### src/bpfg_pkg.sv
package bpfg_pkg;

    localparam int ROW_WIDTH    = 64;
    localparam int FRAME_HEIGHT = 64;

    localparam int COL_W = $clog2(ROW_WIDTH);
    localparam int ROW_W = (FRAME_HEIGHT > 2) ? $clog2(FRAME_HEIGHT) : 1;

    localparam int PROB_W  = 16;
    localparam int PICK_W  = 2;
    localparam int COLOR_W = 24;
    localparam int INDEX_W = 6;
    localparam int CFG_W   = 24;
    localparam int CFG_IDX_W = 2;

    localparam int QUEUE_DEPTH = 2;
    localparam int QPTR_W      = $clog2(QUEUE_DEPTH);
    localparam int QCNT_W      = $clog2(QUEUE_DEPTH + 1);

    localparam logic [CFG_IDX_W-1:0] CFG_BRANCH_THRESHOLD = 2'd0;
    localparam logic [CFG_IDX_W-1:0] CFG_USED_COLOR       = 2'd1;
    localparam logic [CFG_IDX_W-1:0] CFG_EMPTY_COLOR      = 2'd2;

    localparam logic [PROB_W-1:0]  THRESHOLD_RESET   = 16'd3277;
    localparam logic [COLOR_W-1:0] USED_COLOR_RESET  = 24'hFFFFFF;
    localparam logic [COLOR_W-1:0] EMPTY_COLOR_RESET = 24'h000000;

    localparam logic [PICK_W-1:0] PICK_RIGHT = 2'd2;
    localparam logic [PICK_W-1:0] PICK_OVER  = 2'd3;

    typedef struct packed {
        logic [ROW_W-1:0] row;
        logic [COL_W-1:0] col;
        logic             top;
        logic             last;
        logic             branch;
        logic [PICK_W-1:0] pick;
    } bpfg_cmd_t;

    typedef struct packed {
        logic [PROB_W-1:0]  branch_threshold;
        logic [COLOR_W-1:0] used_color;
        logic [COLOR_W-1:0] empty_color;
    } bpfg_cfg_t;

    function automatic logic [INDEX_W-1:0] row_field(input logic [ROW_W-1:0] r);
        logic [ROW_W+INDEX_W-1:0] t;
        t = (ROW_W + INDEX_W)'(r);
        return t[INDEX_W-1:0];
    endfunction

    function automatic logic [INDEX_W-1:0] col_field(input logic [COL_W-1:0] c);
        logic [COL_W+INDEX_W-1:0] t;
        t = (COL_W + INDEX_W)'(c);
        return t[INDEX_W-1:0];
    endfunction

endpackage

### src/bpfg_front.sv
module bpfg_front
    import bpfg_pkg::*;
(
    input  logic              clk,
    input  logic              rst_n,
    input  logic              accept,
    input  logic [PROB_W-1:0] rand_prob,
    input  logic [PICK_W-1:0] rand_pick,
    input  logic [PROB_W-1:0] branch_threshold,
    output bpfg_cmd_t         cmd
);

    logic [ROW_W-1:0] scan_row_reg;
    logic [ROW_W-1:0] scan_row_next;
    logic [COL_W-1:0] scan_col_reg;
    logic [COL_W-1:0] scan_col_next;
    logic             row_end;
    logic             top;

    assign row_end = (scan_col_reg == COL_W'(ROW_WIDTH - 1));
    assign top     = (scan_row_reg == '0);

    always_comb
    begin
        cmd.row    = scan_row_reg;
        cmd.col    = scan_col_reg;
        cmd.top    = top;
        cmd.last   = row_end && top;
        cmd.branch = (rand_prob < branch_threshold);
        cmd.pick   = rand_pick;
    end

    always_comb
    begin
        scan_row_next = scan_row_reg;
        scan_col_next = scan_col_reg + 1'b1;
        if (row_end)
        begin
            scan_col_next = '0;
            scan_row_next = top ? ROW_W'(FRAME_HEIGHT - 1) : scan_row_reg - 1'b1;
        end
    end

    always_ff @(posedge clk or negedge rst_n)
    begin
        if (!rst_n)
        begin
            scan_row_reg <= ROW_W'(FRAME_HEIGHT - 1);
            scan_col_reg <= '0;
        end
        else if (accept)
        begin
            scan_row_reg <= scan_row_next;
            scan_col_reg <= scan_col_next;
        end
    end

endmodule

### src/bpfg_queue.sv
module bpfg_queue
    import bpfg_pkg::*;
(
    input  logic      clk,
    input  logic      rst_n,
    input  logic      push,
    input  bpfg_cmd_t push_data,
    input  logic      pop,
    output logic      full,
    output logic      not_empty,
    output bpfg_cmd_t pop_data
);

    bpfg_cmd_t         entry_reg [QUEUE_DEPTH];
    logic [QPTR_W-1:0] wr_ptr_reg;
    logic [QPTR_W-1:0] wr_ptr_next;
    logic [QPTR_W-1:0] rd_ptr_reg;
    logic [QPTR_W-1:0] rd_ptr_next;
    logic [QCNT_W-1:0] count_reg;
    logic [QCNT_W-1:0] count_next;

    assign full      = (count_reg == QCNT_W'(QUEUE_DEPTH));
    assign not_empty = (count_reg != '0);
    assign pop_data  = entry_reg[rd_ptr_reg];

    always_comb
    begin
        wr_ptr_next = (wr_ptr_reg == QPTR_W'(QUEUE_DEPTH - 1)) ? '0 : wr_ptr_reg + 1'b1;
        rd_ptr_next = (rd_ptr_reg == QPTR_W'(QUEUE_DEPTH - 1)) ? '0 : rd_ptr_reg + 1'b1;
        count_next  = count_reg;
        if (push && !pop)
        begin
            count_next = count_reg + 1'b1;
        end
        else if (pop && !push)
        begin
            count_next = count_reg - 1'b1;
        end
    end

    always_ff @(posedge clk)
    begin
        if (push)
        begin
            entry_reg[wr_ptr_reg] <= push_data;
        end
    end

    always_ff @(posedge clk or negedge rst_n)
    begin
        if (!rst_n)
        begin
            wr_ptr_reg <= '0;
            rd_ptr_reg <= '0;
            count_reg  <= '0;
        end
        else
        begin
            count_reg <= count_next;
            if (push)
            begin
                wr_ptr_reg <= wr_ptr_next;
            end
            if (pop)
            begin
                rd_ptr_reg <= rd_ptr_next;
            end
        end
    end

endmodule

### src/bpfg_back.sv
module bpfg_back
    import bpfg_pkg::*;
(
    input  logic               clk,
    input  logic               rst_n,
    input  logic               cmd_valid,
    input  bpfg_cmd_t          cmd,
    output logic               cmd_pop,
    input  logic [COLOR_W-1:0] used_color,
    input  logic [COLOR_W-1:0] empty_color,
    output logic               out_valid,
    input  logic               out_ready,
    output logic [COLOR_W-1:0] pixel_color,
    output logic [INDEX_W-1:0] row_index,
    output logic [INDEX_W-1:0] col_index,
    output logic               frame_last
);

    logic [ROW_WIDTH-1:0] cur_lit_reg;
    logic [ROW_WIDTH-1:0] cur_lit_next;
    logic [ROW_WIDTH-1:0] up_lit_reg;
    logic [ROW_WIDTH-1:0] up_lit_next;
    logic                 out_valid_reg;
    logic [COLOR_W-1:0]   pixel_color_reg;
    logic [INDEX_W-1:0]   row_index_reg;
    logic [INDEX_W-1:0]   col_index_reg;
    logic                 frame_last_reg;

    logic                 lit;
    logic                 at_left;
    logic                 at_right;
    logic [1:0]           offset;
    logic [2:0]           base;
    logic [ROW_WIDTH+1:0] spread;
    logic [ROW_WIDTH-1:0] light_mask;

    assign cmd_pop = cmd_valid && (!out_valid_reg || out_ready);

    always_comb
    begin
        lit      = cur_lit_reg[cmd.col];
        at_left  = (cmd.col == '0);
        at_right = (cmd.col == COL_W'(ROW_WIDTH - 1));
        if (at_left)
        begin
            offset = {1'b0, cmd.pick[0]} + 2'd1;
        end
        else if (at_right)
        begin
            offset = {1'b0, cmd.pick[0]};
        end
        else if (cmd.pick == PICK_OVER)
        begin
            offset = PICK_RIGHT;
        end
        else
        begin
            offset = cmd.pick;
        end
        base       = (cmd.branch && !at_left && !at_right) ? 3'b101 : (3'b001 << offset);
        spread     = (ROW_WIDTH + 2)'(base) << cmd.col;
        light_mask = (lit && !cmd.top) ? spread[ROW_WIDTH:1] : '0;
    end

    always_comb
    begin
        cur_lit_next = cur_lit_reg;
        up_lit_next  = up_lit_reg | light_mask;
        if (at_right)
        begin
            up_lit_next  = '0;
            cur_lit_next = cmd.top ? '1 : (up_lit_reg | light_mask);
        end
    end

    always_ff @(posedge clk or negedge rst_n)
    begin
        if (!rst_n)
        begin
            cur_lit_reg   <= '1;
            up_lit_reg    <= '0;
            out_valid_reg <= 1'b0;
        end
        else
        begin
            if (cmd_pop)
            begin
                cur_lit_reg   <= cur_lit_next;
                up_lit_reg    <= up_lit_next;
                out_valid_reg <= 1'b1;
            end
            else if (out_ready)
            begin
                out_valid_reg <= 1'b0;
            end
        end
    end

    always_ff @(posedge clk)
    begin
        if (cmd_pop)
        begin
            pixel_color_reg <= lit ? used_color : empty_color;
            row_index_reg   <= row_field(cmd.row);
            col_index_reg   <= col_field(cmd.col);
            frame_last_reg  <= cmd.last;
        end
    end

    assign out_valid   = out_valid_reg;
    assign pixel_color = pixel_color_reg;
    assign row_index   = row_index_reg;
    assign col_index   = col_index_reg;
    assign frame_last  = frame_last_reg;

endmodule

### src/branching_plasma_frame_generator_core.sv
// Channel | Handshake                 | Payload
// in      | in_valid / in_ready       | rand_prob, rand_pick
// out     | out_valid / out_ready     | pixel_color, row_index, col_index, frame_last
// cfg     | cfg_we (no wait)          | cfg_index, cfg_wdata
//
// One transfer in and one transfer out per cycle when both sides flow.
// The front classifies each input into a two-entry queue, and the back
// resolves lit bits and loads the output register.
// Reset starts a new frame at the bottom row and loads the register defaults.
// in_ready drops only when the queue is full, i.e. after out_ready has stalled.
module branching_plasma_frame_generator_core
    import bpfg_pkg::*;
(
    input  logic                 clk,
    input  logic                 rst_n,
    input  logic                 in_valid,
    output logic                 in_ready,
    input  logic [PROB_W-1:0]    rand_prob,
    input  logic [PICK_W-1:0]    rand_pick,
    output logic                 out_valid,
    input  logic                 out_ready,
    output logic [COLOR_W-1:0]   pixel_color,
    output logic [INDEX_W-1:0]   row_index,
    output logic [INDEX_W-1:0]   col_index,
    output logic                 frame_last,
    input  logic                 cfg_we,
    input  logic [CFG_IDX_W-1:0] cfg_index,
    input  logic [CFG_W-1:0]     cfg_wdata
);

    bpfg_cfg_t cfg_reg;
    bpfg_cmd_t front_cmd;
    bpfg_cmd_t queue_cmd;
    logic      accept;
    logic      queue_full;
    logic      queue_valid;
    logic      queue_pop;

    assign in_ready = !queue_full;
    assign accept   = in_valid && in_ready;

    always_ff @(posedge clk or negedge rst_n)
    begin
        if (!rst_n)
        begin
            cfg_reg.branch_threshold <= THRESHOLD_RESET;
            cfg_reg.used_color       <= USED_COLOR_RESET;
            cfg_reg.empty_color      <= EMPTY_COLOR_RESET;
        end
        else if (cfg_we)
        begin
            unique case (cfg_index)
                CFG_BRANCH_THRESHOLD: cfg_reg.branch_threshold <= cfg_wdata[PROB_W-1:0];
                CFG_USED_COLOR:       cfg_reg.used_color       <= cfg_wdata[COLOR_W-1:0];
                CFG_EMPTY_COLOR:      cfg_reg.empty_color      <= cfg_wdata[COLOR_W-1:0];
                default:              cfg_reg                  <= cfg_reg;
            endcase
        end
    end

    bpfg_front u_front (
        .clk              (clk),
        .rst_n            (rst_n),
        .accept           (accept),
        .rand_prob        (rand_prob),
        .rand_pick        (rand_pick),
        .branch_threshold (cfg_reg.branch_threshold),
        .cmd              (front_cmd)
    );

    bpfg_queue u_queue (
        .clk       (clk),
        .rst_n     (rst_n),
        .push      (accept),
        .push_data (front_cmd),
        .pop       (queue_pop),
        .full      (queue_full),
        .not_empty (queue_valid),
        .pop_data  (queue_cmd)
    );

    bpfg_back u_back (
        .clk         (clk),
        .rst_n       (rst_n),
        .cmd_valid   (queue_valid),
        .cmd         (queue_cmd),
        .cmd_pop     (queue_pop),
        .used_color  (cfg_reg.used_color),
        .empty_color (cfg_reg.empty_color),
        .out_valid   (out_valid),
        .out_ready   (out_ready),
        .pixel_color (pixel_color),
        .row_index   (row_index),
        .col_index   (col_index),
        .frame_last  (frame_last)
    );

endmodule
### config.mk
export PLATFORM = sky130hd
export DESIGN_NAME = branching_plasma_frame_generator_core
export DESIGN_NICKNAME = d
export VERILOG_FILES = /design/src/bpfg_pkg.sv /design/src/bpfg_front.sv /design/src/bpfg_queue.sv /design/src/bpfg_back.sv /design/src/branching_plasma_frame_generator_core.sv
export SDC_FILE = /design/constraint.sdc
export NUM_CORES = 1
export LEC_CHECK = 0
export BUFFER_PORTS_ARGS = -buffer_cell sky130_fd_sc_hd__buf_2
export CORE_MARGIN = 3
export CORE_UTILIZATION = 38
export CTS_BUF_LIST = sky130_fd_sc_hd__clkbuf_4 sky130_fd_sc_hd__clkbuf_8
export CTS_CLUSTER_SIZE = 28
export DETAILED_ROUTE_END_ITERATION = 12
export GPL_TIMING_DRIVEN = 0
export PLACE_DENSITY = 0.51
export SLEW_MARGIN = 20
export SYNTH_ARGS = -nofsm -noshare
export SYNTH_HDL_FRONTEND = slang
export SYNTH_SLANG_ARGS = --single-unit
### constraint.sdc
create_clock -name clk -period 3.46 [get_ports clk]
set_input_delay 0.692 -clock clk [delete_from_list [all_inputs] [get_ports clk]]
set_output_delay 0.692 -clock clk [all_outputs]
set_load 0.02 [all_outputs]
Word-level counts from Yosys, hierarchy flattened
Memories as Yosys holds them, arrays and structs flattened.
Index checks and enable logic that the tools add are counted.
W data, S select, Z words.
{"block": "totals", "elab_cells": 81, "ram_bits": 34, "memories": 1, "inputBits": 49, "register_bits": 246, "output_inout_bits": 39}
{"memory": "u_queue.entry_reg", "words": 2, "word_bits": 17, "read_ports": 1, "rd_ports_with_merged_regs": 0, "write_ports": 1, "line": "bpfg_queue.sv:14", "rtl": "bpfg_cmd_t entry_reg [QUEUE_DEPTH];"}
{"block": "classes", "bitwise_logic": 1, "magnitude_cmp": 2, "n_mux": 20, "reduce_logical": 27, "eq_ne": 6, "shifts": 2, "n_addsub": 7}
{"op": "$mux W64", "count": 3}
{"op": "$shl A3 B6 Y65", "count": 1}
{"op": "$or A64 B64 Y64", "count": 1}
{"op": "$mux W24", "count": 1}
{"op": "$lt A16 B16 Y1", "count": 1}
{"op": "$eq A6 B6 Y1 const B", "count": 2}
{"op": "$logic_not A6 Y1", "count": 2}
{"op": "$mux W6", "count": 2}
{"op": "$mux W2", "count": 5}
{"op": "$reduce_and A2 Y1", "count": 5}
{"op": "$logic_and A1 B1 Y1", "count": 8}
{"op": "$logic_not A1 Y1", "count": 7}
{"op": "$lt A6 B7 Y1 const B", "count": 1}
{"op": "$mux W1", "count": 7}
{"op": "$add A6 B1 Y6 const B", "count": 1}
{"op": "$bmux W1 S6", "count": 1}
{"op": "$eq A2 B2 Y1 const B", "count": 3}
{"op": "$reduce_bool A2 Y1", "count": 3}
{"op": "$sub A6 B1 Y6 const B", "count": 1}
{"op": "$mux W3", "count": 1}
{"op": "$shl A1 B2 Y3 const A", "count": 1}
{"op": "$add A1 B1 Y1 const B", "count": 2}
{"op": "$add A1 B1 Y2 const B", "count": 1}
{"op": "$add A2 B1 Y2 const B", "count": 1}
{"op": "4 further kinds", "count": 4}

Logic depth before layout (Yosys ltp)
Gate-level depths: netlist of run 1.
An unclocked memory read counts as a cell.
{"block": "depth", "depth_word": 11, "mapped_depth": 13, "mapped_depth_nobuf": 9}

Modules after synthesis
Synthesis of run 1 repeated with hierarchy kept, for this count alone.
{"block": "unflattened", "cells_unflattened": 978, "hier_area_um2": 12370.6}
{"mod": "bpfg_back", "cells_per_inst": 658, "n_inst": 1, "area_each_um2": 7417.1, "seq_area_each_um2": 4419.2}
{"mod": "branching_plasma_frame_generator_core", "cells_per_inst": 138, "n_inst": 1, "area_each_um2": 2466.1, "seq_area_each_um2": 1640.3}
{"mod": "bpfg_queue", "cells_per_inst": 69, "n_inst": 1, "area_each_um2": 1466.4, "seq_area_each_um2": 1121.1}
{"mod": "bpfg_front", "cells_per_inst": 113, "n_inst": 1, "area_each_um2": 1021.0, "seq_area_each_um2": 307.8}

Least setup slack after synthesis of run 1
No wires, ideal clock.
{"block": "synth_timing", "kind": "input-to-reg", "startpoint": "input out_ready", "endpoint": "register u_back.cur_lit_reg[62]", "path_stages": 9, "setup_ns": 0.086, "required_ns": 3.374, "arrival_time_ns": 2.750, "path_buffers": 2, "path_slack_ns": 0.624, "cell_sequence": "nand2b_1 -> o21ai_1 -> inv_1 -> nand2_1 -> clkbuf_1 -> clkbuf_1 -> nor2_1 -> a21oi_1 -> o21ai_0"}
{"block": "synth_via", "elab_chain_cells": 3}
{"item": "from (decl)", "line": "branching_plasma_frame_generator_core.sv:21", "rtl": "input logic out_ready,"}
{"item": "$logic_or A1 B1 Y1", "line": "bpfg_back.sv:37", "rtl": "assign cmd_pop = cmd_valid && (!out_valid_reg || out_ready);"}
{"item": "$logic_and A1 B1 Y1", "line": "bpfg_back.sv:37"}
{"item": "net queue_pop", "line": "branching_plasma_frame_generator_core.sv:37", "rtl": "logic queue_pop;"}
{"item": "$reduce_and A2 Y1 (no line)"}
{"item": "to (signal assigned)", "line": "bpfg_back.sv:88", "rtl": "cur_lit_reg <= cur_lit_next;"}
{"item": "to (decl)", "line": "bpfg_back.sv:19", "rtl": "logic [ROW_WIDTH-1:0] cur_lit_reg;"}
The timed path passes the listed nets, and every way through them passes these cells.
A chain may end at the register's enable or synchronous reset.

Worst setup path in the final report of run 1
{"block": "layout_timing", "startpoint": "register u_queue.rd_ptr_reg", "endpoint": "register u_back.pixel_color_reg[12], in the netlist u_back.pixel_color[12] (data pin)"}
{"block": "layout_via", "elab_chain_cells": 4}
{"item": "from (decl)", "line": "bpfg_queue.sv:17", "rtl": "logic [QPTR_W-1:0] rd_ptr_reg;"}
{"item": "from (signal assigned)", "line": "bpfg_queue.sv:66", "rtl": "rd_ptr_reg <= rd_ptr_next;"}
{"item": "$mem_v2 Z2 W17"}
{"item": "$bmux W1 S6", "line": "bpfg_back.sv:41", "rtl": "lit = cur_lit_reg[cmd.col];"}
{"item": "$mux W1 (not written as such)", "line": "bpfg_back.sv:41"}
{"item": "$mux W24", "line": "bpfg_back.sv:103", "rtl": "pixel_color_reg <= lit ? used_color : empty_color;"}
{"item": "to (signal assigned)", "line": "bpfg_back.sv:103"}
{"item": "to (decl)", "line": "bpfg_back.sv:24", "rtl": "logic [COLOR_W-1:0] pixel_color_reg;"}
Every way passes these cells. The select of a mux whose other input is x is not followed.

==> run summary, run 1 <==
Final GP Congestion - 0.899
Final Cell Area - 0.0146 mm²
syn avg cell area - 11.2 µm²
Fin. Hold Viols - 0
Die ar. - 0.0348 mm²
Worst Setup Path Type - flip-flop to flip-flop
register area share after synthesis - 0.605
peak supply drop - 0.433 mV
cell-internal power - 8.10 mW
clk sinks - 280
DR iter-0 viols - 630
Synth Net Count - 1171
DP Area - 0.0135 mm²
FF+latch count, synth - 280
TritonCTS clock tree - done
Worst-path clk slew - 0.06 ns
PD cells - 870 mW/mm²
Final HPWL DP - 22.8 mm
DRC - 0
f_max - 303 MHz
status - complete, no violations
post-synth top area share - 0.218
std cell rows - 65
Multi-input gate area - 0.00453 mm²
sw frac - 0.362
number of slew-limit violations in the final report - 0
clock buffer depth - 3
Wirelength per Cell - 19.3 µm
setup TNS - 0 ns
vias in the first global route - 8967
initial antenna violation count - 2
Worst Setup End Kind - flip-flop
Power Total - 12.7 mW
CTS Root Cell - clkbuf_8
net switching power of the design - 4.60 mW
sequential power share - 0.404
pin count of the biggest net entering global routing - 89
Non-Filler Instances - 1724
Rel. slew slack - 0.425
Leak - 6.23 nW
Worst-Margin Slew - 0.857 ns
unrepaired setup endpoints after global routing - false
gr usage total - 0.191
DR vias - 8897
pre-CTS setup slack - -0.200 ns
YS warnings - 0
power share of the clock group - 0.259
Seq. cell area - 0.00749 mm²
biggest area consumer among synthesized cells - dfrtp_1
placed insts - 1630
final setup vio count - 0
number of buffers created by CTS - 49
R2R setup slack - 0.15 ns
global route overflow - 0
required time worst endpoint - 3.78 ns
Fin Clk Skew - 0.0328 ns
Initial Util - 0.389
Final Cycle Share - 0.955
number of flops mapped to enable cells by yosys - 71
drt first pass iters - 7
CP Max Fanout - 10
hold_ws - 0.0414 ns
die width - 187 µm
combinational power share - 0.337
nets@finish - 1316
most common cell in the netlist - nand2_1
crit path DAT - 3.63 ns
Worst-Skew Late Latency - 0.58 ns
kind of start point of the critical path - flip-flop
Layout area overhead - 17.9%
diode count - 0
Hold Crit Class - input port to asynchronous set/reset pin
layout cells sized above 1 - 0.303
Mapped Area - 0.0124 mm²
num ports - 88
Commonest cells post-synth - nand2_1, o21ai_0, dfrtp_1
Syn Inst Count - 1103
core footprint - 0.0318 mm²
Chip Height - 187 µm
routed wire length - 33.4 mm
synth unique cells - 65
setup slack after layout - 0.155 ns
ys async rst share - 0.746
Area contributors post-synth - dfrtp_1, dfstp_2, edfxtp_1
Final min period - 3.31 ns
Max-Cap Viols - 0
Top FF cell, synth - dfrtp_1
first-pass GRT wire length - 52.0 mm
Layout Utilization - 0.459
IO buf count - 87
antenna viol nets, final - 0
vias per cell - 5.16
# H-tree levels - 2
filler instances - 3032
==> worst max-delay path, stage by stage, from the launching register on <==
cell and delay (ns):
dfrtp_1 0.33, buf_6 0.13, mux2i_2 0.51, inv_1 0.32
mux4_2 0.34, o211ai_1 0.24, nand3_2 0.23, o211ai_4 0.25
buf_12 0.16, buf_6 0.18, mux2_1 0.34
==> power by group through the flow <==
stage	sequential [mW]	combinational [mW]	clock, mW
global placement	5.17	4.13	0
floorplan	5.32	2.47	0
detailed placement	5.16	4.18	0
CTS	5.13	4.20	3.40
finish	5.13	4.29	3.29
global route	5.24	4.66	3.56
==> layer usage <==
layer / track usage / routed length, µm / vias up
li1: - / - / 4194
met5: 0 / 21 / -
met4: 0.0686 / 1040 / 4
met1: 0.259 / 14800 / 4351
met2: 0.303 / 15400 / 265
met3: 0.0410 / 2130 / 83
==> cell usage in the layout, fill, tap and decap left out, types with 6 or more instances in the layout <==
| cell | Yosys | final |
|---|---|---|
| nand2_1 | 223 | 223 |
| o21ai_0 | 114 | 113 |
| dfrtp_1 | 108 | 108 |
| dfstp_2 | 101 | 101 |
| buf_2 | 10 | 96 |
| edfxtp_1 | 71 | 71 |
| mux2_2 | 67 | 67 |
| nor2_1 | 60 | 59 |
| clkbuf_8 | 0 | 52 |
| a21oi_1 | 46 | 44 |
| clkbuf_1 | 37 | 37 |
| clkbuf_4 | 0 | 28 |
| nand3_1 | 25 | 25 |
| inv_1 | 25 | 24 |
| ha_1 | 19 | 19 |
| mux2i_1 | 18 | 18 |
| mux2_1 | 18 | 18 |
| nor3_1 | 12 | 12 |
| nand2b_1 | 10 | 10 |
| a22o_1 | 9 | 9 |
| and3_1 | 8 | 8 |
| nand4_1 | 8 | 8 |
| a32oi_1 | 8 | 8 |
| o21ai_1 | 6 | 7 |
| and2_1 | 7 | 7 |
| a21o_1 | 7 | 7 |
| buf_6 | 5 | 6 |
| clkinv_1 | 3 | 6 |
==> area by class of cell <==
cell class                      instances  area share
Multi-Input combinational cell        738       0.311
Clock inverter                         12      0.0105
Clock buffer                           80      0.0634
Buffer                                 55      0.0183
Inverter                               30     0.00789
Sequential cell                       280       0.513
Timing Repair Buffer                   94      0.0388
Tap cell                              435      0.0373
==> repair_timing <==
| item | CTS | global route |
|---|---|---|
| gates resized for setup | 1 | 3 |
| setup endpoints to repair | 18 | 23 |
| buffers inserted | 0 | 2 |
| hold buffers | 0 | 0 |
| pin swaps | 0 | 1 |
==> cell families (layout without fill, tap and decap cells) <==
| logic type | after synthesis | after routing | share of synthesized area |
|---|---|---|---|
| xor gates and xnor gates | 7 | 7 | 0.00495 |
| adders and majority gates | 19 | 19 | 0.0192 |
| muxes | 106 | 106 | 0.0966 |
| buffers and inverters | 85 | 271 | 0.0309 |
| DFF | 280 | 280 | 0.605 |
| and+or+nand+nor | 375 | 375 | 0.130 |
| AOI/OAI and AO/OA | 231 | 231 | 0.114 |
==> path summary, 6_finish.rpt <==
check                                          endpoint             startpoint  depth (start not counted)
worst max-delay path             u_back.pixel_color[12]     u_queue.rd_ptr_reg                         10
worst min-delay path                        cfg_reg[19]                  rst_n                          1
worst max register to register   u_back.pixel_color[12]     u_queue.rd_ptr_reg                         10
worst min register to register    u_back.cur_lit_reg[5]  u_back.cur_lit_reg[5]                          2
max in group asynchronous        u_back.cur_lit_reg[24]                  rst_n                          2
min in group clk                u_queue.entry_reg[0][1]           rand_pick[1]                          1
Note: power is estimated with default switching activity, not from simulation.
==> inputs of run 2 (changes only) <==
--- a/config.mk
+++ b/config.mk
@@ -8,7 +8,7 @@
 export BUFFER_PORTS_ARGS = -buffer_cell sky130_fd_sc_hd__buf_2
 export CORE_MARGIN = 3
 export CORE_UTILIZATION = 38
-export CTS_BUF_LIST = sky130_fd_sc_hd__clkbuf_4 sky130_fd_sc_hd__clkbuf_8
+export CTS_BUF_LIST = sky130_fd_sc_hd__clkbuf_4 sky130_fd_sc_hd__clkbuf_8 sky130_fd_sc_hd__clkbuf_16
 export CTS_CLUSTER_SIZE = 28
 export DETAILED_ROUTE_END_ITERATION = 12
 export GPL_TIMING_DRIVEN = 0
@@ -16,4 +16,5 @@
 export SLEW_MARGIN = 20
 export SYNTH_ARGS = -nofsm -noshare
 export SYNTH_HDL_FRONTEND = slang
+export SYNTH_HIERARCHICAL = 1
 export SYNTH_SLANG_ARGS = --single-unit
==> run 2 against run 1 <==
Against the previous run:
- via count is 11% lower
- flip-flop and latch count stayed put
- die area fell by 0.11%
- cell area increased by 1.1%
- synthesized area shrank 0.11%
- critical endpoint is now u_back/pixel_color[7]
==> run summary, run 2 <==
Top FF cell, synth - dfrtp_1
Final Cell Area - 0.0148 mm² (+1.1%)
Post-Synth Adder-Cell Area - 0.0192 (+0.0000214)
diode count - 0 (unchanged)
number of flops mapped to enable cells by yosys - 71 (unchanged)
Mapped Area - 0.0124 mm² (-0.11%)
required time worst endpoint - 3.72 ns (-0.06 ns)
CP Max Fanout - 10 (unchanged)
status - complete, no violations
Synth Net Count - 1046 (-11%)
IO buf count - 85 (-2.3%)
setup TNS - 0 ns (unchanged)
max incr delay on CP - 0.54 ns (+0.03 ns)
Crit path buffers/inverters - 6 (+2)
Chip Height - 186 µm (about the same)
Simple-Gate Fraction of Synth Area - 0.0971 (-0.0330)
filler instances - 2956 (-2.5%)
vias in the first global route - 8429 (-6.0%)
core footprint - 0.0318 mm² (unchanged)
most frequent cells in the layout - nor2_1, dfrtp_1, dfstp_2
num ports - 88 (unchanged)
Final GP Congestion - 0.842 (-6.3%)
global route overflow - 0 (unchanged)
pre-CTS setup slack - -0.681 ns (-0.481 ns)
die width - 186 µm (about the same)
hold buffer count at cts - 0 (unchanged)
Worst Setup End Kind - flip-flop
commonest non-fill, non-tap cell in the layout - nor2_1
main combinational cell family by area after synthesis - multiplexers
Fin. Hold Viols - 0 (unchanged)
gr usage total - 0.172 (-0.0184)
Worst-path clk slew - 0.06 ns (about the same)
# H-tree levels - 2 (unchanged)
Worst-Margin Slew - 0.851 ns (-0.00524 ns)
unrepaired setup endpoints after global routing - false
kind of start point of the critical path - flip-flop
cell family with the largest share of critical-path delay - multiplexers
antenna viol nets, final - 0 (unchanged)
DR vias - 7962 (-11%)
first-pass GRT wire length - 48.0 mm (-7.6%)
DRC - 0 (unchanged)
hold_ws - 0.0708 ns (+0.0294 ns)
peak supply drop - 0.416 mV (-3.9%)
crit-path cells - buf_6, buf_12, mux2_4, buf_6, buf_12, mux4_2, a22oi_2, a211oi_2, nor4_4, buf_6, buf_8, mux2_4
PD cells - 895 mW/mm² (+2.9%)
setup slack after layout - 0.129 ns (-0.0257 ns)
YS warnings - 6 (+6)
Initial Util - 0.389 (-0.000433)
f_max - 300 MHz (-0.77%)
clk sinks - 280 (unchanged)
Die ar. - 0.0348 mm² (-0.11%)
number of slew-limit violations in the final report - 0 (unchanged)
routed wire length - 29.7 mm (-11%)
Max-Cap Viols - 0 (unchanged)
ys async rst share - 0.746 (unchanged)
post-synth top area share - 0.218 (+0.000243)
vias per cell - 5.09 (-1.4%)
biggest area consumer among synthesized cells - dfrtp_1
Fin Clk Skew - 0.0198 ns (-0.0131 ns)
Layout area overhead - 19.3%
syn avg cell area - 12.6 µm² (+13%)
Final Cycle Share - 0.963 (+0.00742)
Commonest cells post-synth - nor2_1, dfrtp_1, dfstp_2
pin count of the biggest net entering global routing - 87 (-2.2%)
post-synthesis compound-gate area fraction - 0.0935 (-0.0201)
Hold Crit Class - input port to asynchronous set/reset pin
most common cell in the netlist - nor2_1
Worst-Skew Late Latency - 0.51 ns (-0.07 ns)
nets@finish - 1172 (-11%)
DP Area - 0.0135 mm² (about the same)
mux contribution to synthesized area - 0.139 (+0.0425)
Syn Inst Count - 978 (-11%)
Leak - 6.30 nW (+1.1%)
CTS Root Cell - clkbuf_16
DR iter-0 viols - 542 (-14%)
Power Total - 13.2 mW (+4.0%)
Worst Setup Path Type - flip-flop to flip-flop
Wirelength per Cell - 19.0 µm (-2.0%)
TritonCTS clock tree - done
Final HPWL DP - 19.8 mm (-13%)
std cell rows - 65 (unchanged)
drt first pass iters - 5 (-2)
initial antenna violation count - 1 (-1)
synth unique cells - 66 (+1.5%)
final setup vio count - 0 (unchanged)
most frequent CP cell - buf_6
layout cells sized above 1 - 0.383 (+0.0798)
xor/xnor share of the synthesized area - 0.00779 (+0.00284)
CP max stage cell - mux4_2
number of buffers created by CTS - 34 (-31%)
Area contributors post-synth - dfrtp_1, dfstp_2, edfxtp_1
crit path DAT - 3.59 ns (-0.04 ns)
Final min period - 3.33 ns (+0.0257 ns)
register area share after synthesis - 0.605 (+0.000673)
FF+latch count, synth - 280 (unchanged)
clock buffer depth - 3 (unchanged)
Rel. slew slack - 0.432 (+0.00733)
run 2: kinds of logic (layout without fill, tap and decap cells):
group	Yosys count	count (layout)
AOI/OAI and AO/OA	185	185
adders and majority gates	19	19
muxes	124	124
and+or+nand+nor	266	266
xor gates and xnor gates	11	11
DFF	280	280
buffers and inverters	93	245
run 2: repair_timing:
action | in CTS | in global routing
resized for setup | 18 | 30
pin swaps | 1 | 0
cloned | 0 | 0
setup buffers | 2 | 0
setup endpoints to repair | 152 | 144
run 2: final cells by class:
class	instances	area [µm²]	area share
inverters	31	116	0.00788
plain buffers	60	379	0.0257
well taps	435	544	0.0369
clock inverters	3	41.3	0.00280
multi-input cells	605	4510	0.306
clock buffers	59	1120	0.0761
repair buffers	92	556	0.0376
flip-flops and latches	280	7490	0.507
run 2: worst paths after layout:
kind,startpoint,to,slack (ns),depth (start not counted)
max,u_queue/rd_ptr_reg,u_back/pixel_color[7],0.13,12
min reg2reg,u_queue/count_reg[1],u_queue/count_reg[1],0.48,1
max reg2reg,u_queue/rd_ptr_reg,u_back/pixel_color[7],0.13,12
max in group asynchronous,rst_n,u_back/cur_lit_reg[38],2.19,3
min in group clk,rand_pick[1],u_queue/entry_reg[1][1],0.37,1
min,rst_n,u_back/up_lit_reg[0],0.07,1
run 2: where the power goes:
| group | internal, mW | total, mW | switching [mW] |
|---|---|---|---|
| combinational | 1.95 | 4.62 | 2.67 |
| clock | 2.22 | 3.56 | 1.34 |
| sequential | 4.66 | 5.03 | 0.370 |
| total | 8.83 | 13.2 | 4.38 |
run 2: stage by stage:
stage / util / cells
2_1_floorplan: - / 978
3_3_place_gp: 0.420 / 1498
3_5_place_dp: 0.423 / 1503
4_1_cts: 0.462 / 1567
5_1_grt: 0.464 / 1565
6_report: 0.464 / 1565
run 2: layer usage:
metal	vias to the layer above	global-route usage	wire [µm]
met5	-	0	20
met2	174	0.267	13500
met3	41	0.0406	1610
met4	2	0.0462	535
li1	3756	-	-
met1	3989	0.244	14000
==> inputs of run 3 (changes only) <==
--- a/config.mk
+++ b/config.mk
@@ -12,7 +12,7 @@
 export CTS_CLUSTER_SIZE = 28
 export DETAILED_ROUTE_END_ITERATION = 12
 export GPL_TIMING_DRIVEN = 0
-export PLACE_DENSITY = 0.51
+export PLACE_DENSITY = 0.65
 export SLEW_MARGIN = 20
 export SYNTH_ARGS = -nofsm -noshare
 export SYNTH_HDL_FRONTEND = slang
==> run 3 against run 2 <==
Against the previous run:
- via count rose by 2.0%
- cell area is 0.86% lower
- sequential share of layout area grew 0.44 points
- clock-buffer cell count is 21 lower
- utilization down 0.40 points
==> run summary, run 3 (synthesized netlist as in run 2, its figures left out) <==
status - complete, no violations
combinational power share - 0.352 (+0.002)
routed wire length - 28.1 mm (-5.3%)
initial antenna violation count - 1 (unchanged)
Power Total - 12.9 mW (-2.3%)
crit path DAT - 3.63 ns (+0.04 ns)
vias per cell - 5.21 (+2.5%)
core footprint - 0.0318 mm² (unchanged)
pre-CTS setup slack - -0.450 ns (+0.231 ns)
antenna viol nets, final - 0 (unchanged)
Rel. slew slack - 0.446 (+0.0132)
PD cells - 882 mW/mm² (-1.4%)
Seq. cell area - 0.00749 mm² (unchanged)
DP Area - 0.0135 mm² (-0.11%)
placed insts - 1502 (-0.067%)
Non-Filler Instances - 1557 (-0.51%)
std cell rows - 65 (unchanged)
first-pass GRT wire length - 45.4 mm (-5.4%)
Wirelength per Cell - 18.0 µm (-4.8%)
number of slew-limit violations in the final report - 0 (unchanged)
DR vias - 8118 (+2.0%)
unrepaired setup endpoints after global routing - true
Worst-Skew Late Latency - 0.54 ns (+0.03 ns)
CP Max Fanout - 10 (unchanged)
f_max - 298 MHz (-0.79%)
number of buffers created by CTS - 29 (-15%)
setup TNS - 0 ns (unchanged)
peak supply drop - 0.536 mV (+29%)
nets@finish - 1168 (-0.34%)
sequential power share - 0.390 (+0.010)
Final HPWL DP - 19.0 mm (-3.8%)
R2R setup slack - 0.10 ns (-0.03 ns)
layout cells sized above 1 - 0.374 (-0.00885)
pin count of the biggest net entering global routing - 98 (+13%)
Worst Setup Path Type - flip-flop to flip-flop
Layout Utilization - 0.460 (-0.00397)
Final Cell Area - 0.0146 mm² (-0.86%)
Multi-input gate area - 0.00452 mm² (+0.31%)
Leak - 6.22 nW (-1.2%)
cell-internal power - 8.63 mW (-2.3%)
Layout area overhead - 18.3%
Chip Height - 186 µm (unchanged)
global route overflow - 0 (unchanged)
Fin. Hold Viols - 0 (unchanged)
Max-Cap Viols - 0 (unchanged)
clk sinks - 280 (unchanged)
power share of the clock group - 0.258 (-0.012)
Final Cycle Share - 0.970 (+0.00770)
final setup vio count - 0 (unchanged)
filler instances - 2865 (-3.1%)
drt first pass iters - 5 (unchanged)
DRC - 0 (unchanged)
CTS Root Cell - clkbuf_16
diode count - 0 (unchanged)
Worst-Margin Slew - 0.830 ns (-0.0216 ns)
hold_ws - 0.0457 ns (-0.0251 ns)
setup slack after layout - 0.103 ns (-0.0267 ns)
TritonCTS clock tree - done
# H-tree levels - 1 (-1)
Final GP Congestion - 0.841 (-0.13%)
commonest non-fill, non-tap cell in the layout - nor2_1
Final min period - 3.36 ns (+0.0267 ns)
vias in the first global route - 8247 (-2.2%)
sw frac - 0.332 (about the same)
num ports - 88 (unchanged)
clock buffer depth - 3 (unchanged)
IO buf count - 85 (unchanged)
Die ar. - 0.0348 mm² (unchanged)
Worst-path clk slew - 0.06 ns (about the same)
die width - 186 µm (unchanged)
DR iter-0 viols - 563 (+3.9%)
gr usage total - 0.159 (-0.0128)
Fin Clk Skew - 0.0149 ns (-0.00485 ns)
Worst Setup End Kind - flip-flop
kind of start point of the critical path - flip-flop
Initial Util - 0.389 (unchanged)
most frequent cells in the layout - nor2_1, dfrtp_1, dfstp_2
Hold Crit Class - input port to asynchronous set/reset pin
required time worst endpoint - 3.73 ns (about the same)
net switching power of the design - 4.28 mW (-2.3%)
run 3: power groups by stage:
stage / registers (mW) / clock network (mW) / logic, mW
finish: 5.03 / 3.33 / 4.55
global route: 5.14 / 3.53 / 4.89
CTS: 5.04 / 3.40 / 4.39
detailed placement: 5.09 / 0 / 4.28
global placement: 5.06 / 0 / 4.17
floorplan: 5.28 / 0 / 2.70
run 3: cell type report:
cell class	count	share of cell area
inverters	31	0.00795
clock buffers	38	0.0567
clock inverters	15	0.0141
well taps	435	0.0372
repair buffers	91	0.0372
flip-flops and latches	280	0.512
plain buffers	62	0.0259
multi-input cells	605	0.309
run 3: final timing paths:
path                                         from  cells past startpoint                       to
max in group asynchronous                   rst_n                      3              cfg_reg[47]
hold reg to reg            u_back/cur_lit_reg[62]                      2   u_back/cur_lit_reg[62]
hold / removal                              rst_n                      1     u_back/up_lit_reg[3]
setup / recovery               u_queue/rd_ptr_reg                     12   u_back/pixel_color[20]
setup reg to reg               u_queue/rd_ptr_reg                     12   u_back/pixel_color[20]
min in group clk                     rand_pick[0]                      1  u_queue/entry_reg[0][0]
run 3: critical path, stage by stage (launching register included):
cell and delay [ns]:
dfrtp_1 0.37, buf_6 0.15, buf_12 0.15, mux2_4 0.31, buf_6 0.16, buf_12 0.16
mux4_2 0.47, a22oi_2 0.19, a211oi_2 0.15, nor4_4 0.28, buf_6 0.18, buf_6 0.19
mux2_4 0.32
run 3: repair_timing:
item	in CTS	in global routing
gates resized for setup	11	35
hold buffers	0	0
pin swaps	1	0
setup endpoints to repair	108	118
gates cloned	0	0
hold endpoints to repair	0	0
setup buffers	2	0
run 3: metal layers:
metal	routed length (µm)	global-route usage	vias up
li1	-	-	3730
met1	12100	0.216	4061
met2	13200	0.260	264
met3	2100	0.0379	61
met4	650	0.0398	2
met5	13	0	-
